### src/hw/rtl/tmph_pkg.sv
// ----------------------------------------------------------------------------
// tmph_pkg
// Shared widths and register indexes of the trimmed-mean pH meter.
// ----------------------------------------------------------------------------
package tmph_pkg;

    localparam int SAMPLE_W = 10;   // converter sample width
    localparam int SLOPE_W  = 10;   // slope register width
    localparam int OFFSET_W = 8;    // signed offset register width
    localparam int SUM_W    = 16;   // window sum and trimmed sum width
    localparam int PH_W     = 8;    // pH in tenths, one byte
    localparam int CFG_W    = 10;   // configuration data width
    localparam int CFG_IDX_W = 2;   // configuration index width

    // slope * trimmed sum, then times five, plus headroom for the divider.
    localparam int MUL_W = SLOPE_W + SUM_W;
    localparam int REM_W = MUL_W + 4;

    // Quotient bits kept by the divider; larger quotients saturate.
    localparam int QUOT_W = 9;

    // Converter full scale times ten, one factor of the divisor. It is five
    // times two to the power DEN_SHIFT, so the divisor always ends in
    // DEN_SHIFT zero bits.
    localparam int DEN_UNIT  = 10240;
    localparam int DEN_SHIFT = 11;

    localparam int SAMPLE_MAX = (1 << SAMPLE_W) - 1;
    localparam int PH_MAX     = (1 << PH_W) - 1;

    localparam logic [CFG_IDX_W-1:0] REG_SLOPE  = CFG_IDX_W'(0);
    localparam logic [CFG_IDX_W-1:0] REG_OFFSET = CFG_IDX_W'(1);

    localparam logic [SLOPE_W-1:0]  SLOPE_RESET  = SLOPE_W'(350);
    localparam logic [OFFSET_W-1:0] OFFSET_RESET = '0;

endpackage

### src/hw/rtl/tmph_div.sv
// ----------------------------------------------------------------------------
// tmph_div
// Divider by a constant through reciprocal multiplication, saturating; the
// product is registered first, then the saturated quotient.
// ----------------------------------------------------------------------------
module tmph_div
    import tmph_pkg::*;
#(
    parameter int DIVISOR = 389120
) (
    input  logic              i_clk,
    input  logic              i_rst_n,
    input  logic              i_start,
    input  logic [REM_W-1:0]  i_dividend,
    output logic              o_done,
    output logic [QUOT_W-1:0] o_quot
);

    // The low DEN_SHIFT zero bits of the divisor come off the dividend as a
    // shift. The remaining factor is divided by a multiplication with its
    // rounded-up reciprocal, which is exact for every shifted dividend of
    // YW bits because the rounding error stays below one step of the shift.
    localparam int     YW     = REM_W - DEN_SHIFT;
    localparam int     DIV_LO = DIVISOR >> DEN_SHIFT;
    localparam int     DW     = $clog2(DIV_LO + 1);
    localparam int     RSH    = YW + DW;
    localparam longint RECIP  = ((longint'(1) << RSH) + longint'(DIV_LO) - 1)
                              / longint'(DIV_LO);
    localparam int     MW     = $clog2(RECIP + 1);
    localparam int     PW     = YW + MW;
    localparam int     QW     = PW - RSH;
    localparam logic [MW-1:0] RECIP_V = MW'(RECIP);
    localparam logic [QW-1:0] Q_MAX   = QW'((1 << QUOT_W) - 1);

    logic              r_busy;
    logic              r_done;
    logic [PW-1:0]     r_prod;
    logic [QUOT_W-1:0] r_quot;
    logic [YW-1:0]     y;
    logic [QW-1:0]     q_full;

    assign y      = i_dividend[REM_W-1:DEN_SHIFT];
    assign q_full = r_prod[PW-1:RSH];

    always_ff @(posedge i_clk) begin
        if (!i_rst_n) begin
            r_busy <= 1'b0;
            r_done <= 1'b0;
        end else begin
            r_busy <= i_start;
            r_done <= r_busy;
        end
    end

    always_ff @(posedge i_clk) begin
        if (i_start) begin
            r_prod <= y * RECIP_V;
        end
        if (r_busy) begin
            r_quot <= (q_full > Q_MAX) ? '1 : q_full[QUOT_W-1:0];
        end
    end

    assign o_done = r_done;
    assign o_quot = r_quot;

endmodule

### src/hw/rtl/trimmed_mean_ph_meter.sv
// ----------------------------------------------------------------------------
// trimmed_mean_ph_meter
// Sliding-window trimmed-mean filter for a pH probe converter, scaled to pH
// in tenths.
// ----------------------------------------------------------------------------
//
//  Channel   Direction  Handshake                  Word
//  --------  ---------  -------------------------  ---------------------------
//  adc       in         i_adc_valid / o_adc_ready  adc_sample
//  ph        out        o_ph_valid  / i_ph_ready   ph_tenths, trimmed_sum
//  cfg       in         i_cfg_we (no wait)         index i_cfg_idx, data
//
// Each word runs from acceptance to the result register through one pass over
// the window memory, one read per cycle, then trim, multiply, scale, and a
// divide by reciprocal multiplication. The next word can be accepted in the
// cycle after the previous result is written to the output register.
// A new word is accepted once the previous one has moved to the output
// register; a result waiting there does not hold off the next sample until
// that next result is ready to be written.
// Reset is synchronous, active low; the window reads as zeros after reset
// through per-entry valid bits, so no clearing pass is needed.

module trimmed_mean_ph_meter
    import tmph_pkg::*;
#(
    parameter int WINDOW_SIZE = 40
) (
    input  logic                 i_clk,
    input  logic                 i_rst_n,

    input  logic                 i_adc_valid,
    output logic                 o_adc_ready,
    input  logic [SAMPLE_W-1:0]  i_adc_sample,

    output logic                 o_ph_valid,
    input  logic                 i_ph_ready,
    output logic [PH_W-1:0]      o_ph_tenths,
    output logic [SUM_W-1:0]     o_trimmed_sum,

    input  logic                 i_cfg_we,
    input  logic [CFG_IDX_W-1:0] i_cfg_idx,
    input  logic [CFG_W-1:0]     i_cfg_data
);

    localparam int AW  = $clog2(WINDOW_SIZE);
    localparam int DEN = DEN_UNIT * (WINDOW_SIZE - 2);
    localparam logic [AW-1:0] LAST_ADDR = AW'(WINDOW_SIZE - 1);

    // Sequencer states.
    localparam logic [2:0] S_IDLE  = 3'd0;
    localparam logic [2:0] S_SWEEP = 3'd1;
    localparam logic [2:0] S_LAST  = 3'd2;
    localparam logic [2:0] S_TRIM  = 3'd3;
    localparam logic [2:0] S_MUL   = 3'd4;
    localparam logic [2:0] S_SCALE = 3'd5;
    localparam logic [2:0] S_DIV   = 3'd6;
    localparam logic [2:0] S_FIN   = 3'd7;

    logic [2:0]            r_state;

    // Configuration registers.
    logic [SLOPE_W-1:0]    r_slope;
    logic [OFFSET_W-1:0]   r_offset;

    // Window memory with a valid bit per entry; an entry never written
    // reads as zero, which matches the all-zero window after reset.
    logic [SAMPLE_W-1:0]   r_mem [WINDOW_SIZE];
    logic [WINDOW_SIZE-1:0] r_valid;
    logic [AW-1:0]         r_wr_pos;
    logic [AW-1:0]         r_addr;
    logic [SAMPLE_W-1:0]   r_rd_data;
    logic                  r_rd_vld;
    logic                  r_rd_en;

    // Window statistics.
    logic [SUM_W-1:0]      r_total;
    logic [SAMPLE_W-1:0]   r_lo;
    logic [SAMPLE_W-1:0]   r_hi;
    logic [SUM_W-1:0]      r_trim;
    logic [MUL_W-1:0]      r_prod;

    // Output register.
    logic                  r_out_valid;
    logic [PH_W-1:0]       r_ph;
    logic [SUM_W-1:0]      r_trim_out;

    logic                  accept;
    logic                  out_free;
    logic [SAMPLE_W-1:0]   rd_val;
    logic                  div_start;
    logic [REM_W-1:0]      scaled;
    logic                  div_done;
    logic [QUOT_W-1:0]     quot;
    logic signed [QUOT_W+1:0] ph_raw;
    logic [PH_W-1:0]       ph_sat;

    assign accept    = i_adc_valid && o_adc_ready;
    assign out_free  = !r_out_valid || i_ph_ready;
    assign rd_val    = r_rd_vld ? r_rd_data : '0;
    assign div_start = (r_state == S_SCALE);

    // slope * trimmed * 5 as a shift and add.
    assign scaled = REM_W'({r_prod, 2'b00}) + REM_W'(r_prod);

    // Integer part of the scaled mean plus the signed offset, then clamp.
    assign ph_raw = $signed({2'b00, quot})
                  + (QUOT_W+2)'($signed(r_offset));

    always_comb begin
        if (ph_raw < 0) begin
            ph_sat = '0;
        end else if (ph_raw > (QUOT_W+2)'(PH_MAX)) begin
            ph_sat = PH_W'(PH_MAX);
        end else begin
            ph_sat = ph_raw[PH_W-1:0];
        end
    end

    // Configuration writes.
    always_ff @(posedge i_clk) begin
        if (!i_rst_n) begin
            r_slope  <= SLOPE_RESET;
            r_offset <= OFFSET_RESET;
        end else if (i_cfg_we) begin
            unique case (i_cfg_idx)
                REG_SLOPE:  r_slope  <= i_cfg_data[SLOPE_W-1:0];
                REG_OFFSET: r_offset <= i_cfg_data[OFFSET_W-1:0];
                default: ;
            endcase
        end
    end

    // Window memory: the new sample is written on acceptance, and the
    // sweep reads one entry per cycle starting the cycle after.
    always_ff @(posedge i_clk) begin
        if (accept) begin
            r_mem[r_wr_pos] <= i_adc_sample;
        end
    end

    always_ff @(posedge i_clk) begin
        r_rd_data <= r_mem[r_addr];
        r_rd_vld  <= r_valid[r_addr];
    end

    // Sequencer.
    always_ff @(posedge i_clk) begin
        if (!i_rst_n) begin
            r_state     <= S_IDLE;
            r_valid     <= '0;
            r_wr_pos    <= '0;
            r_addr      <= '0;
            r_rd_en     <= 1'b0;
            r_out_valid <= 1'b0;
        end else begin
            // A finished word enters the output register when it is empty or as the
            // previous one leaves it.
            if (r_state == S_FIN && out_free) begin
                r_out_valid <= 1'b1;
            end else if (r_out_valid && i_ph_ready) begin
                r_out_valid <= 1'b0;
            end

            unique case (r_state)
                S_IDLE: begin
                    if (accept) begin
                        r_valid[r_wr_pos] <= 1'b1;
                        r_wr_pos <= (r_wr_pos == LAST_ADDR) ? '0 : r_wr_pos + 1'b1;
                        r_addr   <= '0;
                        r_state  <= S_SWEEP;
                    end
                end
                S_SWEEP: begin
                    r_rd_en <= 1'b1;
                    if (r_addr == LAST_ADDR) begin
                        r_state <= S_LAST;
                    end else begin
                        r_addr <= r_addr + 1'b1;
                    end
                end
                S_LAST: begin
                    r_rd_en <= 1'b0;
                    r_state <= S_TRIM;
                end
                S_TRIM:  r_state <= S_MUL;
                S_MUL:   r_state <= S_SCALE;
                S_SCALE: r_state <= S_DIV;
                S_DIV: begin
                    if (div_done) begin
                        r_state <= S_FIN;
                    end
                end
                S_FIN: begin
                    if (out_free) begin
                        r_state <= S_IDLE;
                    end
                end
                default: r_state <= S_IDLE;
            endcase
        end
    end

    // Datapath: running sum, minimum and maximum over the window pass,
    // then trimming, the slope product and the capture of the result.
    always_ff @(posedge i_clk) begin
        if (accept) begin
            r_total <= '0;
            r_lo    <= SAMPLE_W'(SAMPLE_MAX);
            r_hi    <= '0;
        end else if (r_rd_en) begin
            r_total <= r_total + SUM_W'(rd_val);
            if (rd_val < r_lo) begin
                r_lo <= rd_val;
            end
            if (rd_val > r_hi) begin
                r_hi <= rd_val;
            end
        end

        if (r_state == S_TRIM) begin
            r_trim <= r_total - SUM_W'(r_lo) - SUM_W'(r_hi);
        end
        if (r_state == S_MUL) begin
            r_prod <= r_slope * r_trim;
        end
        if (r_state == S_FIN && out_free) begin
            r_ph       <= ph_sat;
            r_trim_out <= r_trim;
        end
    end

    tmph_div #(
        .DIVISOR (DEN)
    ) u_div (
        .i_clk      (i_clk),
        .i_rst_n    (i_rst_n),
        .i_start    (div_start),
        .i_dividend (scaled),
        .o_done     (div_done),
        .o_quot     (quot)
    );

    assign o_adc_ready   = (r_state == S_IDLE);
    assign o_ph_valid    = r_out_valid;
    assign o_ph_tenths   = r_ph;
    assign o_trimmed_sum = r_trim_out;

endmodule
### config.mk
export PLATFORM = sky130hd
export DESIGN_NAME = trimmed_mean_ph_meter
export DESIGN_NICKNAME = d
export VERILOG_FILES = /design/src/hw/rtl/tmph_pkg.sv /design/src/hw/rtl/tmph_div.sv /design/src/hw/rtl/trimmed_mean_ph_meter.sv
export SDC_FILE = /design/constraint.sdc
export NUM_CORES = 2
export LEC_CHECK = 0
export BUFFER_PORTS_ARGS = -buffer_cell sky130_fd_sc_hd__buf_2
export CORE_ASPECT_RATIO = 1.75
export CORE_MARGIN = 2
export CORE_UTILIZATION = 35
export CTS_CLUSTER_SIZE = 24
export DETAILED_ROUTE_END_ITERATION = 6
export PLACE_DENSITY = 0.53
export SETUP_SLACK_MARGIN = 0.05
export SKIP_CTS_REPAIR_TIMING = 1
export SLEW_MARGIN = 20
export SYNTH_ARGS = -nofsm -noshare
export SYNTH_HDL_FRONTEND = slang
export SYNTH_HIERARCHICAL = 1
export SYNTH_SLANG_ARGS = --single-unit
### constraint.sdc
create_clock -name i_clk -period 14.4 [get_ports i_clk]
set_clock_uncertainty 0.05 [all_clocks]
set_input_delay 1.44 -clock i_clk [delete_from_list [all_inputs] [get_ports i_clk]]
set_output_delay 1.44 -clock i_clk [all_outputs]
set_load 0.01 [all_outputs]
==> metrics <==
Setup crit end kind flip-flop; placed insts 4440; Crit path required time 14740 ps; crit-path max FO 8; R2R Path End u_div/r_prod[35]; slowest stage delay, CP 710 ps; Max Slew Vio Count 0; clk_lat worst skew 670 ps; drt drc 0; fin worst setup slack 5949 ps; fin cells 4549; pin count of the biggest net entering global routing 72; Mapped Area 38060 um^2; Worst R2R Setup Slack 5950 ps; drt wl/cell 20.19 um; RSZ-0062 raised after global routing false; DIE WIDTH 253.3 um; Via density 4.940; CP most frequent cell fa_1; Starting DRT DRC Count 1000; first-pass GRT wire length 142800 um; via count 22.47k; nets 3635; Max Cap Violations 0; root buf cell clkbuf_16; Final period util 58.69%; slew margin rel. 22.20%; hpwl dp 70990 um; Overflow after GRT 0; H-Tree Depth 2; CTS max path bufs 3; Post-Place Worst Slack 6007 ps; Starting Density 35.14%; layout cells sized above 1 11.30%; Port Buffers 52; final WL 91860 um; FF-to-FF path depth 25; Clock Sinks 611; total of warnings raised by yosys 6; vias in the first global route 24.85k; Crit Path Class reg -> reg; crit path launch type flip-flop; Fin. Hold Viols 0; Setup Viol. Count Final 0; type of the worst min-delay path reg -> reg; Chip Height 440.2 um; highest-count cells in the layout ignoring fill and taps edfxtp_1 (487), inv_1 (440), ha_1 (307); initial antenna violation count 2; Clock transition at path regs 80 ps; global placer's final weighted congestion 0.8564; fin crit period 8451 ps; Cell Rows 160; # IOs 53; Critical Path AT 8790 ps; reg2reg start r_prod[17]; CTS tree yes; worst-margin pin slew 1163 ps; core area 108300 um^2; most common cell after layout, fill and taps aside edfxtp_1; Die Area 111500 um^2; DRT antenna net count 0; drt first pass iters 5; Critical Path Source r_prod[17]; WHS 412.7 ps; Mapped Cells 2985; Mapped Avg Cell Area 12.75 um^2; setup TNS 0 ps; outcome completed; area grow syn2layout 10.42%; Critical Path Sink u_div/r_prod[35]; FMAX 118.3 MHz; GRT Total Usage 17.05%; CTS Buf Count 57; CP max-delay cell xnor2_1
layout make-up:
class | count | area, um^2
antenna | 2 | 5.005
tap | 1458 | 1824
sequential | 611 | 17120
timing repair buffer | 93 | 568.0
inverter | 441 | 1655
clock inverter | 29 | 354.1
multi-input combinational | 1837 | 18920
fill | 10350 | 66280
clock buffer | 78 | 1585
critical path, delay by kind of cell (launching register included):
kind,cells,cell delay [ps]
XOR/XNOR,1,710
flip-flops,1,400
buffers and inverters,4,430
adder cells (fa/ha/maj),8,3740
AND/OR/NAND/NOR,5,1340
AO/OA/AOI/OAI,7,1480
routing by layer:
layer	part of all wire (%)	up-vias	track usage, %
met5	0	-	0
met2	58	358	34.63
li1	-	10550	-
met4	6.5	0	9.801
met1	33	11380	16.09
met3	2.8	185	1.878
registers in the layout, indices dropped and copies added (netlist names), 6 cells and up:
register and count:
o_ph_tenths 8, o_trimmed_sum 16, r_addr 6, r_hi 10, r_lo 10, r_mem 400
r_offset 8, r_prod 26, r_rd_data 10, r_slope 10, r_total 16, r_trim 16
r_valid 40, r_wr_pos 6, u_div/o_quot 9, u_div/r_prod 12
through the flow:
stage / instance area, um^2 / utilization [%]
4_1_cts: 42000 / 38.78
3_3_place_gp: 40060 / 36.98
2_1_floorplan: 38080 / -
3_5_place_dp: 40060 / 36.99
6_report: 42030 / 38.80
5_1_grt: 42020 / 38.80
worst min path at each step:
stage	start	cells past startpoint	endpoint
3_3_place_gp	r_valid[35]	1	r_valid[35]
3_5_place_dp	r_valid[30]	1	r_valid[30]
4_1_cts	r_valid[30]	1	r_valid[30]
6_report	r_valid[10]	1	r_valid[10]
5_1_grt	r_valid[30]	1	r_valid[30]
2_1_floorplan	r_trim[10]	0	o_trimmed_sum[10]
Power is not shown: default switching activity piles up to over one toggle a cycle in this logic, so the estimate is an artifact.
